$ cat config.mk
export PLATFORM = sky130hd
export DESIGN_NAME = rpn_stack_calculator
export DESIGN_NICKNAME = d
export VERILOG_FILES = /design/src/rtl/core/rpn_pkg.sv /design/src/rtl/core/rpn_ram.sv /design/src/rtl/core/rpn_alu.sv /design/src/rtl/core/rpn_stack_calculator.sv
export SDC_FILE = /design/constraint.sdc
export NUM_CORES = 2
export LEC_CHECK = 0
export BUFFER_PORTS_ARGS = -buffer_cell sky130_fd_sc_hd__buf_2
export CORE_MARGIN = 4
export CORE_UTILIZATION = 40
export CTS_CLUSTER_DIAMETER = 50
export DETAILED_ROUTE_END_ITERATION = 8
export PLACE_DENSITY = 0.63
export SLEW_MARGIN = 20
export SYNTH_ARGS = -nofsm -noshare
export SYNTH_HDL_FRONTEND = slang
export SYNTH_HIERARCHICAL = 1
export SYNTH_SLANG_ARGS = --single-unit
export TNS_END_PERCENT = 30
$ cat constraint.sdc
create_clock -name clock -period 4.6 [get_ports clock]
set_input_delay 0.46 -clock clock [delete_from_list [all_inputs] [get_ports clock]]
set_output_delay 0.46 -clock clock [all_outputs]
set_load 0.005 [all_outputs]
$ cat src/rtl/core/rpn_pkg.sv
`default_nettype none

package rpn_pkg;

   localparam int STACK_DEPTH = 32;
   localparam int DATA_W      = 32;
   localparam int ADDR_W      = $clog2(STACK_DEPTH);
   localparam int CNT_W       = $clog2(STACK_DEPTH + 1);
   localparam int STEP_W      = $clog2(DATA_W);

   typedef enum logic [3:0] {
      F_PUSH  = 4'd0,
      F_ADD   = 4'd1,
      F_SUB   = 4'd2,
      F_MUL   = 4'd3,
      F_DIV   = 4'd4,
      F_NEG   = 4'd5,
      F_DUP   = 4'd6,
      F_SWAP  = 4'd7,
      F_PEEK  = 4'd8,
      F_CLEAR = 4'd9,
      F_DUMP  = 4'd10
   } rpn_func_type;

   typedef enum logic [2:0] {
      STAT_OK   = 3'd0,
      STAT_BAD  = 3'd1,
      STAT_FEW  = 3'd2,
      STAT_DIV0 = 3'd3,
      STAT_FULL = 3'd4
   } rpn_status_type;

   typedef struct packed {
      logic [3:0]               func;
      logic signed [DATA_W-1:0] operand;
   } rpn_req_type;

   typedef struct packed {
      logic [2:0]               status;
      logic signed [DATA_W-1:0] value;
      logic                     value_valid;
      logic                     last;
   } rpn_rsp_type;

   typedef enum logic [2:0] {
      ALU_ADD,
      ALU_SUB,
      ALU_NEG,
      ALU_MUL,
      ALU_DIV
   } rpn_alu_op_type;

   typedef struct packed {
      logic           start;
      rpn_alu_op_type op;
   } rpn_alu_cmd_type;

   typedef struct packed {
      logic              done;
      logic [DATA_W-1:0] result;
   } rpn_alu_stat_type;

   typedef enum logic [3:0] {
      S_IDLE,
      S_FETCH_A,
      S_FETCH_B,
      S_LATCH_B,
      S_EXEC,
      S_ALU_WAIT,
      S_SWAP2,
      S_DUMP_RD,
      S_DUMP_OUT,
      S_RESP
   } rpn_state_type;

   typedef enum logic [2:0] {
      A_IDLE,
      A_ABSA,
      A_ABSB,
      A_MUL,
      A_DIV,
      A_FIX,
      A_DONE
   } rpn_alu_state_type;

endpackage

`default_nettype wire

$ cat src/rtl/core/rpn_ram.sv
`default_nettype none

module rpn_ram #(
   parameter int WIDTH = 32,
   parameter int DEPTH = 32
) (
   input  logic                     clock,
   input  logic                     wr_en,
   input  logic [$clog2(DEPTH)-1:0] wr_addr,
   input  logic [WIDTH-1:0]         wr_data,
   input  logic [$clog2(DEPTH)-1:0] rd_addr,
   output logic [WIDTH-1:0]         rd_data
);

   logic [WIDTH-1:0] mem [DEPTH];
   logic [WIDTH-1:0] rd_data_ff;

   always_ff @(posedge clock) begin
      if (wr_en) begin
         mem[wr_addr] <= wr_data;
      end
      rd_data_ff <= mem[rd_addr];
   end

   assign rd_data = rd_data_ff;

endmodule

`default_nettype wire

$ cat src/rtl/core/rpn_alu.sv
`default_nettype none

module rpn_alu (
   input  logic                          clock,
   input  logic                          reset,
   input  rpn_pkg::rpn_alu_cmd_type      cmd,
   input  logic [rpn_pkg::DATA_W-1:0]    opa,
   input  logic [rpn_pkg::DATA_W-1:0]    opb,
   output rpn_pkg::rpn_alu_stat_type     stat
);

   import rpn_pkg::*;

   localparam logic [STEP_W-1:0] LAST_STEP = STEP_W'(DATA_W - 1);

   rpn_alu_state_type state_ff, state_in;
   logic [STEP_W-1:0] cnt_ff, cnt_in;
   logic [DATA_W-1:0] acc_ff, acc_in;
   logic [DATA_W-1:0] q_ff, q_in;
   logic [DATA_W-1:0] b_ff, b_in;
   logic              neg_ff, neg_in;
   logic [DATA_W-1:0] result_ff, result_in;

   // The one adder that every operation shares.
   logic [DATA_W-1:0] add_x, add_y;
   logic              add_sub;
   logic [DATA_W:0]   sum;
   logic [DATA_W-1:0] trial;

   assign sum = {1'b0, add_x} + {1'b0, add_y ^ {DATA_W{add_sub}}}
                + {{DATA_W{1'b0}}, add_sub};
   assign trial = {acc_ff[DATA_W-2:0], q_ff[DATA_W-1]};

   always_comb begin
      state_in = state_ff;
      unique case (state_ff)
         A_IDLE: begin
            if (cmd.start) begin
               unique case (cmd.op)
                  ALU_MUL: state_in = A_MUL;
                  ALU_DIV: state_in = A_ABSA;
                  default: state_in = A_DONE;
               endcase
            end
         end
         A_ABSA: state_in = A_ABSB;
         A_ABSB: state_in = A_DIV;
         A_MUL:  state_in = (cnt_ff == LAST_STEP) ? A_DONE : A_MUL;
         A_DIV:  state_in = (cnt_ff == LAST_STEP) ? A_FIX : A_DIV;
         A_FIX:  state_in = A_DONE;
         A_DONE: state_in = A_IDLE;
         default: state_in = A_IDLE;
      endcase
   end

   always_comb begin
      add_x     = '0;
      add_y     = '0;
      add_sub   = 1'b0;
      cnt_in    = cnt_ff;
      acc_in    = acc_ff;
      q_in      = q_ff;
      b_in      = b_ff;
      neg_in    = neg_ff;
      result_in = result_ff;
      unique case (state_ff)
         A_IDLE: begin
            cnt_in = '0;
            if (cmd.start) begin
               unique case (cmd.op)
                  ALU_ADD: begin
                     add_x     = opa;
                     add_y     = opb;
                     result_in = sum[DATA_W-1:0];
                  end
                  ALU_SUB: begin
                     add_x     = opa;
                     add_y     = opb;
                     add_sub   = 1'b1;
                     result_in = sum[DATA_W-1:0];
                  end
                  ALU_NEG: begin
                     add_y     = opb;
                     add_sub   = 1'b1;
                     result_in = sum[DATA_W-1:0];
                  end
                  ALU_MUL, ALU_DIV: begin
                     acc_in = '0;
                     q_in   = opa;
                     b_in   = opb;
                     neg_in = opa[DATA_W-1] ^ opb[DATA_W-1];
                  end
                  default: begin
                     result_in = '0;
                  end
               endcase
            end
         end
         A_ABSA: begin
            add_y   = q_ff;
            add_sub = 1'b1;
            q_in    = q_ff[DATA_W-1] ? sum[DATA_W-1:0] : q_ff;
         end
         A_ABSB: begin
            add_y   = b_ff;
            add_sub = 1'b1;
            b_in    = b_ff[DATA_W-1] ? sum[DATA_W-1:0] : b_ff;
         end
         A_MUL: begin
            // Multiplier bits from the top down; only the low word is kept.
            add_x     = {acc_ff[DATA_W-2:0], 1'b0};
            add_y     = q_ff[DATA_W-1] ? b_ff : '0;
            acc_in    = sum[DATA_W-1:0];
            q_in      = {q_ff[DATA_W-2:0], 1'b0};
            cnt_in    = cnt_ff + 1'b1;
            result_in = sum[DATA_W-1:0];
         end
         A_DIV: begin
            // Restoring step on magnitudes; the carry out means no borrow.
            add_x   = trial;
            add_y   = b_ff;
            add_sub = 1'b1;
            acc_in  = sum[DATA_W] ? sum[DATA_W-1:0] : trial;
            q_in    = {q_ff[DATA_W-2:0], sum[DATA_W]};
            cnt_in  = cnt_ff + 1'b1;
         end
         A_FIX: begin
            add_y     = q_ff;
            add_sub   = 1'b1;
            result_in = neg_ff ? sum[DATA_W-1:0] : q_ff;
         end
         A_DONE: begin
            cnt_in = '0;
         end
         default: begin
            cnt_in = '0;
         end
      endcase
   end

   always_ff @(posedge clock) begin
      if (reset) begin
         state_ff <= A_IDLE;
      end else begin
         state_ff <= state_in;
      end
      cnt_ff    <= cnt_in;
      acc_ff    <= acc_in;
      q_ff      <= q_in;
      b_ff      <= b_in;
      neg_ff    <= neg_in;
      result_ff <= result_in;
   end

   assign stat.done   = (state_ff == A_DONE);
   assign stat.result = result_ff;

endmodule

`default_nettype wire

$ cat src/rtl/core/rpn_stack_calculator.sv
`default_nettype none

// Channel   Direction  Handshake            Payload
// req_      in         req_valid/req_stall  rpn_req_type (func, operand)
// rsp_      out        rsp_valid/rsp_stall  rpn_rsp_type (status, value, value_valid, last)
//
// One request is worked on at a time; req_stall is low only in the idle state.
// Push, clear, bad codes and early errors answer straight from idle; the others
// first read their operands from the RAM, and mul and div step through the shared
// adder one bit per cycle. A dump reads each entry from the RAM and then sends it.
// Reset empties the stack at once; the stack RAM itself is never cleared.
// The response register lets a new request in while a response is stalled.
module rpn_stack_calculator (
   input  logic                 clock,
   input  logic                 reset,
   input  logic                 req_valid,
   output logic                 req_stall,
   input  rpn_pkg::rpn_req_type req_data,
   output logic                 rsp_valid,
   input  logic                 rsp_stall,
   output rpn_pkg::rpn_rsp_type rsp_data
);

   import rpn_pkg::*;

   localparam logic [CNT_W-1:0] FULL_COUNT = CNT_W'(STACK_DEPTH);

   rpn_state_type     state_ff, state_in;
   logic [CNT_W-1:0]  count_ff, count_in;
   logic [3:0]        func_ff, func_in;
   logic [DATA_W-1:0] top_ff, top_in;
   logic [DATA_W-1:0] sec_ff, sec_in;
   logic [ADDR_W-1:0] idx_ff, idx_in;
   rpn_rsp_type       res_ff, res_in;
   logic              rsp_valid_ff, rsp_valid_in;
   rpn_rsp_type       rsp_data_ff, rsp_data_in;

   logic              accept;
   logic              out_free;
   logic              full, has1, has2;
   logic [ADDR_W-1:0] top_addr, sec_addr, push_addr;

   logic              ram_wr_en;
   logic [ADDR_W-1:0] ram_wr_addr;
   logic [DATA_W-1:0] ram_wr_data;
   logic [ADDR_W-1:0] ram_rd_addr;
   logic [DATA_W-1:0] ram_rd_data;

   rpn_alu_cmd_type   alu_cmd;
   rpn_alu_stat_type  alu_stat;

   assign req_stall = (state_ff != S_IDLE);
   assign accept    = req_valid && !req_stall;
   assign out_free  = !rsp_valid_ff || !rsp_stall;
   assign full      = (count_ff == FULL_COUNT);
   assign has1      = (count_ff != '0);
   assign has2      = (count_ff > CNT_W'(1));
   assign top_addr  = ADDR_W'(count_ff - CNT_W'(1));
   assign sec_addr  = ADDR_W'(count_ff - CNT_W'(2));
   assign push_addr = ADDR_W'(count_ff);

   rpn_ram #(
      .WIDTH (DATA_W),
      .DEPTH (STACK_DEPTH)
   ) u_stack (
      .clock   (clock),
      .wr_en   (ram_wr_en),
      .wr_addr (ram_wr_addr),
      .wr_data (ram_wr_data),
      .rd_addr (ram_rd_addr),
      .rd_data (ram_rd_data)
   );

   rpn_alu u_alu (
      .clock (clock),
      .reset (reset),
      .cmd   (alu_cmd),
      .opa   (sec_ff),
      .opb   (top_ff),
      .stat  (alu_stat)
   );

   always_comb begin
      state_in = state_ff;
      unique case (state_ff)
         S_IDLE: begin
            if (accept) begin
               unique case (req_data.func)
                  F_ADD, F_SUB, F_MUL, F_DIV, F_SWAP:
                     state_in = has2 ? S_FETCH_A : S_RESP;
                  F_NEG, F_PEEK:
                     state_in = has1 ? S_FETCH_A : S_RESP;
                  F_DUP:
                     state_in = (has1 && !full) ? S_FETCH_A : S_RESP;
                  F_DUMP:
                     state_in = has1 ? S_DUMP_RD : S_RESP;
                  default:
                     state_in = S_RESP;
               endcase
            end
         end
         S_FETCH_A: state_in = S_FETCH_B;
         S_FETCH_B: state_in = S_LATCH_B;
         S_LATCH_B: state_in = S_EXEC;
         S_EXEC: begin
            unique case (func_ff)
               F_ADD, F_SUB, F_MUL, F_NEG: state_in = S_ALU_WAIT;
               F_DIV:   state_in = (top_ff == '0) ? S_RESP : S_ALU_WAIT;
               F_SWAP:  state_in = S_SWAP2;
               default: state_in = S_RESP;
            endcase
         end
         S_ALU_WAIT: state_in = alu_stat.done ? S_RESP : S_ALU_WAIT;
         S_SWAP2:    state_in = S_RESP;
         S_DUMP_RD:  state_in = S_DUMP_OUT;
         S_DUMP_OUT: begin
            if (out_free) begin
               state_in = (idx_ff == '0) ? S_IDLE : S_DUMP_RD;
            end
         end
         S_RESP:  state_in = out_free ? S_IDLE : S_RESP;
         default: state_in = S_IDLE;
      endcase
   end

   always_comb begin
      count_in     = count_ff;
      func_in      = func_ff;
      top_in       = top_ff;
      sec_in       = sec_ff;
      idx_in       = idx_ff;
      res_in       = res_ff;
      rsp_valid_in = rsp_valid_ff && rsp_stall;
      rsp_data_in  = rsp_data_ff;
      ram_wr_en    = 1'b0;
      ram_wr_addr  = push_addr;
      ram_wr_data  = top_ff;
      ram_rd_addr  = top_addr;
      alu_cmd      = '{start: 1'b0, op: ALU_ADD};
      unique case (state_ff)
         S_IDLE: begin
            if (accept) begin
               func_in            = req_data.func;
               idx_in             = top_addr;
               res_in.status      = STAT_OK;
               res_in.value       = '0;
               res_in.value_valid = 1'b0;
               res_in.last        = 1'b1;
               unique case (req_data.func)
                  F_PUSH: begin
                     if (full) begin
                        res_in.status = STAT_FULL;
                     end else begin
                        ram_wr_en   = 1'b1;
                        ram_wr_data = req_data.operand;
                        count_in    = count_ff + 1'b1;
                     end
                  end
                  F_ADD, F_SUB, F_MUL, F_DIV, F_SWAP: begin
                     if (!has2) res_in.status = STAT_FEW;
                  end
                  F_NEG, F_PEEK: begin
                     if (!has1) res_in.status = STAT_FEW;
                  end
                  F_DUP: begin
                     if (!has1) begin
                        res_in.status = STAT_FEW;
                     end else if (full) begin
                        res_in.status = STAT_FULL;
                     end
                  end
                  F_CLEAR: count_in = '0;
                  F_DUMP:  res_in.status = STAT_OK;
                  default: res_in.status = STAT_BAD;
               endcase
            end
         end
         S_FETCH_A: begin
            ram_rd_addr = top_addr;
         end
         S_FETCH_B: begin
            ram_rd_addr = sec_addr;
            top_in      = ram_rd_data;
         end
         S_LATCH_B: begin
            ram_rd_addr = sec_addr;
            sec_in      = ram_rd_data;
         end
         S_EXEC: begin
            unique case (func_ff)
               F_ADD: alu_cmd = '{start: 1'b1, op: ALU_ADD};
               F_SUB: alu_cmd = '{start: 1'b1, op: ALU_SUB};
               F_MUL: alu_cmd = '{start: 1'b1, op: ALU_MUL};
               F_NEG: alu_cmd = '{start: 1'b1, op: ALU_NEG};
               F_DIV: begin
                  if (top_ff == '0) begin
                     res_in.status = STAT_DIV0;
                  end else begin
                     alu_cmd = '{start: 1'b1, op: ALU_DIV};
                  end
               end
               F_SWAP: begin
                  ram_wr_en   = 1'b1;
                  ram_wr_addr = top_addr;
                  ram_wr_data = sec_ff;
               end
               F_DUP: begin
                  ram_wr_en   = 1'b1;
                  ram_wr_addr = push_addr;
                  ram_wr_data = top_ff;
                  count_in    = count_ff + 1'b1;
               end
               F_PEEK: begin
                  res_in.value       = top_ff;
                  res_in.value_valid = 1'b1;
               end
               default: begin
                  res_in.status = STAT_BAD;
               end
            endcase
         end
         S_ALU_WAIT: begin
            ram_wr_data = alu_stat.result;
            if (alu_stat.done) begin
               ram_wr_en = 1'b1;
               // Negate rewrites the top; the binary operations fold two into one.
               if (func_ff == F_NEG) begin
                  ram_wr_addr = top_addr;
               end else begin
                  ram_wr_addr = sec_addr;
                  count_in    = count_ff - 1'b1;
               end
            end
         end
         S_SWAP2: begin
            ram_wr_en   = 1'b1;
            ram_wr_addr = sec_addr;
            ram_wr_data = top_ff;
         end
         S_DUMP_RD: begin
            ram_rd_addr = idx_ff;
         end
         S_DUMP_OUT: begin
            // Keep the address so the read data holds while the output is stalled.
            ram_rd_addr = idx_ff;
            if (out_free) begin
               rsp_valid_in            = 1'b1;
               rsp_data_in.status      = STAT_OK;
               rsp_data_in.value       = ram_rd_data;
               rsp_data_in.value_valid = 1'b1;
               rsp_data_in.last        = (idx_ff == '0);
               idx_in                  = idx_ff - 1'b1;
            end
         end
         S_RESP: begin
            if (out_free) begin
               rsp_valid_in = 1'b1;
               rsp_data_in  = res_ff;
            end
         end
         default: begin
            ram_wr_en = 1'b0;
         end
      endcase
   end

   always_ff @(posedge clock) begin
      if (reset) begin
         state_ff     <= S_IDLE;
         count_ff     <= '0;
         rsp_valid_ff <= 1'b0;
      end else begin
         state_ff     <= state_in;
         count_ff     <= count_in;
         rsp_valid_ff <= rsp_valid_in;
      end
      func_ff     <= func_in;
      top_ff      <= top_in;
      sec_ff      <= sec_in;
      idx_ff      <= idx_in;
      res_ff      <= res_in;
      rsp_data_ff <= rsp_data_in;
   end

   assign rsp_valid = rsp_valid_ff;
   assign rsp_data  = rsp_data_ff;

   a_count_range: assert property (@(posedge clock) disable iff (reset)
      count_ff <= FULL_COUNT)
      else $error("stack count beyond depth");

   a_leave_idle: assert property (@(posedge clock) disable iff (reset)
      accept |=> (state_ff != S_IDLE))
      else $error("request accepted but sequencer stayed idle");

   a_alu_done: assert property (@(posedge clock) disable iff (reset)
      alu_stat.done |-> (state_ff == S_ALU_WAIT))
      else $error("arithmetic unit finished while nobody waited");

   a_dump_order: assert property (@(posedge clock) disable iff (reset)
      (state_ff == S_DUMP_OUT && out_free && idx_ff != '0) |=> (state_ff == S_DUMP_RD))
      else $error("dump walk did not continue");

endmodule

`default_nettype wire

## Word level (Yosys, flattened, before mapping)

Memory sizes are Yosys's and may differ from the RTL's. A register that Yosys moved wholly into a read port is not among the register bits.
Index checks and enable logic that the tools add are counted.

- Add/subtract/negate cells: 7
- Bitwise gates (word level): 2
- Equality and inequality tests: 55
- Muxes and demuxes: 91
- Magnitude comparators: 1
- Reduce and logical (&&, ||, !) cells: 56

Operators by type and width:

| operator | count |
|---|---|
| 2-to-1 mux 32 bit | 17 |
| case mux 32 bit (3 select lines) | 3 |
| case mux 32 bit (4 select lines) | 2 |
| case mux 32 bit (2 select lines) | 2 |
| 2-to-1 mux 37 bit | 3 |
| 2-to-1 mux 31 bit | 3 |
| case mux 31 bit (3 select lines) | 1 |
| case mux 37 bit (2 select lines) | 1 |
| case mux 36 bit (2 select lines) | 1 |
| == test 4 x 3 -> 1 bit, second input constant | 12 |
| 2-to-1 mux 4 bit | 11 |
| case mux 4 bit (10 select lines) | 1 |
| adder 32 x 32 -> 33 bit | 1 |
| adder 33 x 1 -> 33 bit | 1 |
| 2-to-1 mux 33 bit | 1 |
| zero test 32 bit | 1 |
| bitwise XOR 32 bit | 1 |
| 2-to-1 mux 6 bit | 5 |
| case mux 5 bit (2 select lines) | 3 |
| 2-to-1 mux 5 bit | 5 |
| == test 4 x 2 -> 1 bit, second input constant | 6 |
| == test 4 bit, second input constant | 6 |
| AND reduction 3 bit | 8 |
| OR reduction 2 bit | 12 |
| other kinds (48) | 105 |

- Memories: 1
- Register bits after elaboration: 293
- Memory bits (writable): 1024
- Word-level logic and storage cells: 236

Memories:

| name | words | bits a word | rd ports | clocked after Yosys merged registers in | wr ports | RTL line | text |
|---|---|---|---|---|---|---|---|
| u_stack.mem | 32 | 32 | 1 | 1 | 1 | rpn_ram.sv:15 | `logic [WIDTH-1:0] mem [DEPTH];` |

## Logic depth before layout (Yosys ltp)

- Word-level depth: 15
- Mapped depth: 25
- Mapped depth without buffers: 20

## Modules after synthesis

The synthesis kept the hierarchy.

By module, submodules not included:

| module | sequential area each (µm²) | area each (µm²) | cells an instance | instances |
|---|---|---|---|---|
| rpn_ram | 31390.1 | 40492.6 | 2260 | 1 |
| rpn_alu | 4053.9 | 8827.2 | 839 | 1 |
| rpn_stack_calculator | 4604.4 | 7926.4 | 630 | 1 |

## Worst setup path before layout

No wires, ideal clock.

- Path type: register -> register
- From: reg, netlist name state_ff[2]
- To: reg u_alu.acc_ff[17] (data pin)
- Setup time: 0.256 ns
- Clock period less this slack: 5.137 ns
- Cell stages (with the launch flop): 20
- Data arrival time: 4.881 ns
- Setup slack: -0.537 ns
- Required time: 4.344 ns
- Path through: dfxtp_1 nor2b_1 nand2_1 nor4_1 xnor2_1 o311ai_2 clkbuf_1 xnor2_1 ha_1 clkbuf_1 nand4_1 nor3_1 nand3_1 o221ai_1 o22ai_1 o21a_1 and2_1 clkbuf_1 clkbuf_1 a22o_1

RTL lines:

| element | RTL line | text |
|---|---|---|
| to (signal assigned) | rpn_alu.sv:148 | `acc_ff <= acc_in;` |
| to (decl) | rpn_alu.sv:18 | `logic [DATA_W-1:0] acc_ff, acc_in;` |

==> flow_summary_export.csv <==
group,metric,value,unit
status,status,"complete, but fails checks",
status,violations,"setup timing",
detailed_routing,first_pass_iters,9,
sta,fmax,0.190,GHz
finish,final_cell_mix,"edfxtp_1 (1,303), mux2i_1 (525), buf_4 (405)",
logic_synthesis,syn_nets,3815,
detailed_routing,finalWirelength,156000,um
sta,whs,81.4,ps
logic_synthesis,ys_seq_elements,1349,
worst_setup_path,worst-path-max-fanout,10,
floorplan,die_w,386,um
floorplan,coreArea,142000,sq um
finish,utilization,0.485,
grt,overflow,0,
pwr,ir_drop,1.25,mV
worst_setup_path,crit_type,"register to register",
sta,slew_headroom,0.191,
logic_synthesis,synth_cell_types,93,
min_path,hp-class,"primary input to register",
placed_design,dp_hpwl,101000,um
clock_tree,h-tree-depth,4,
sta,layout_setup_ws,-655,ps
logic_synthesis,syn_avg_cell_area,15.4,sq um
clock_tree,root_buffer,"clkbuf_16",
pwr,p_leak,25.9,nW
worst_setup_path,critPathSlowestCell,"edfxtp_1",
worst_setup_path,cp.arrival,5780,ps
finish,layout_commonest_cell,"edfxtp_1",
grt,grt_usage,0.206,
floorplan,start_util,0.403,
placed_design,gp_congestion,0.933,
sta,tightest_slew,1210,ps
grt,grt_pass1_vias,34900,
finish,drive_gt1_frac,0.228,
sta,fin_crit,5250,ps
pwr,finalPower,53.4,mW
sta,setup_tns,-44410,ps
placed_design,io_buffers,78,
finish,seqCellArea,40000,sq um
floorplan,rows,138,
flow_run,drv_cap,0,
placed_design,placed_cell_area,62900,sq um
grt,antenna_found_initial,8,
sta,setup_violations,107,
worst_setup_path,worstReg2RegStart,"top_ff[23]$_DFFE_PP_",
sta,finalCritPeriodShare,1.14,
logic_synthesis,async_flop_share,0,
detailed_routing,vias,35400,
worst_setup_path,cp_slowest_stage_delay,420,ps
logic_synthesis,ys.flop_type,"edfxtp_1",
logic_synthesis,synth_cells,3729,
sta,skew,21.6,ps
grt,grt_pass1_wl,230000,um
clock_tree,clock_latency,780,ps
clock_tree,cts_made_buffers,146,
finish,fillers,12000,
worst_setup_path,crit_required,5120,ps
detailed_routing,drc_errors,0,
detailed_routing,wl_per_cell,25.1,um
clock_tree,clock_sink_count,1349,
worst_setup_path,path_cells,"nor4_4 > nand4_1 > nor2_1 > buf_4 > o21ai_4 > and3_4 > nor4b_4 > and2_4 > buf_6 > buf_16 > a222oi_1 > xnor2_1 > ha_1 > nand4_1 > nor3_2 > nand3_2 > o221ai_4 > buf_6 > o22ai_4 > o21a_4 > and2_4 > buf_4 > a21o_1 > a22o_1",
logic_synthesis,syn_area,57200,sq um
clock_tree,path_clk_slew,60,ps
finish,final_net_count,4289,
floorplan,dieArea,149000,sq um
logic_synthesis,ys_warn_count,6,
logic_synthesis,ys_seq_area_frac,0.700,
finish,areaGrowthSynthToFinish,20.2,%
finish,multi_input_area,17000,sq um
clock_tree,clockBufferDepth,3,
detailed_routing,via_per_inst,5.70,
clock_tree,cts_tree,"yes",
floorplan,die_height,386,um
floorplan,boundaryPins,79,
worst_setup_path,critPathCaptureType,"register",
worst_setup_path,start_kind,"register",
sta,hold_viol,0,
min_path,min_from,"req_data[32]",
detailed_routing,detail-route-antenna-nets,0,
logic_synthesis,synth-edff-count,1303,
sta,rsz0062_at_grt,"true",
detailed_routing,drt_iter0_markers,3897,
grt,grt_start_max_net_pins,94,
sta,final_max_slew_viol_count,0,
pwr,powerDensity,777,nW/um^2
finish,insertedDiodeCount,0,
worst_setup_path,critPathLaunch,"top_ff[23]$_DFFE_PP_",
finish,final_area,68800,sq um
-- registers in the layout, summed over array words and instances, names as in the netlist, 31 cells and up --
name             cells
top_ff              32
u_stack/rd_data     32
rsp_data            37
u_alu/q_ff          32
u_alu/result_ff     32
u_stack/mem       1024
u_alu/acc_ff        31
sec_ff              32
u_alu/b_ff          32
res_ff              36
-- worst max-delay path, delay by kind of cell (launching register included) --
family          cells  cell delay, ps
compound gates      7            1230
flops               1             420
buf+inv             5             770
fa+ha+maj           1             360
xor+xnor            1             130
simple gates       10            2100
-- logic make-up after synthesis --
kind of cell / Yosys count / share of synthesized area
adder cells (fa/ha/maj): 46 / 0.0102
AND/OR/NAND/NOR: 615 / 0.0521
XOR/XNOR: 77 / 0.0118
AO/OA/AOI/OAI: 803 / 0.102
flip-flops: 1349 / 0.700
multiplexers: 571 / 0.101
buffers and inverters: 268 / 0.0234
-- worst paths after layout --
path	endpoint	slack, ps	cells after the start
hold / removal	func_ff[0]$_DFFE_PP_	80	1
hold reg to reg	top_ff[18]$_DFFE_PP_	460	0
setup reg to reg	u_alu/acc_ff[0]$_DFFE_PP_	-650	24
setup / recovery	u_alu/acc_ff[0]$_DFFE_PP_	-650	24
-- stage by stage --
step | std cells | worst slack, ps
6_report | 6208 | -655
4_1_cts | 6197 | -617
5_1_grt | 6208 | -781
2_1_floorplan | 3729 | -19.5
3_5_place_dp | 5893 | -1250
3_3_place_gp | 5893 | -1200
-- power breakdown --
group	switching [mW]	internal, mW	total, mW	leakage (nW)
Combinational	15.6	9.50	25.1	11.4
Sequential	0.493	16.5	17.0	12.2
Clock	4.91	6.43	11.3	2.24
Total	21.0	32.4	53.4	25.9
-- cells in the mapped netlist (all sizes together) (54+ instances only) --
cell       n  area [sq um]
a22o     169          1480
a22oi    114           856
buf      109           736
nor2     103           387
edfxtp  1303         39100
nand3    106           536
o21ai     99           499
mux2i    525          5260
xnor2     54           473
clkbuf   115           439
nand2    214           803
a21oi    178           891
-- metal layers --
layer | vias to the layer above | share of wire | track usage
met1 | 17900 | 0.41 | 0.274
met4 | 0 | 0.031 | 0.0643
met3 | 281 | 0.066 | 0.0328
met2 | 1499 | 0.49 | 0.347
met5 | - | 0 | 0
li1 | 15700 | - | -
-- area by class of cell --
type	instances	share of cell area
flip-flops and latches	1349	0.582
well taps	1890	0.0344
clock buffers	177	0.0548
inverters	44	0.00240
clock inverters	86	0.0125
multi-input cells	2112	0.247
repair buffers	550	0.0666
-- repair_timing --
action | 4_1_cts | 5_1_grt
gates resized for setup | 98 | 62
setup buffers | 34 | 11
pin swaps | 49 | 73
endpoints found under the setup margin | 118 | 116
gates cloned | 2 | 3
hold endpoints to repair | 7 | 0
hold buffers | 6 | 0
(Power assumes the default switching activity.)
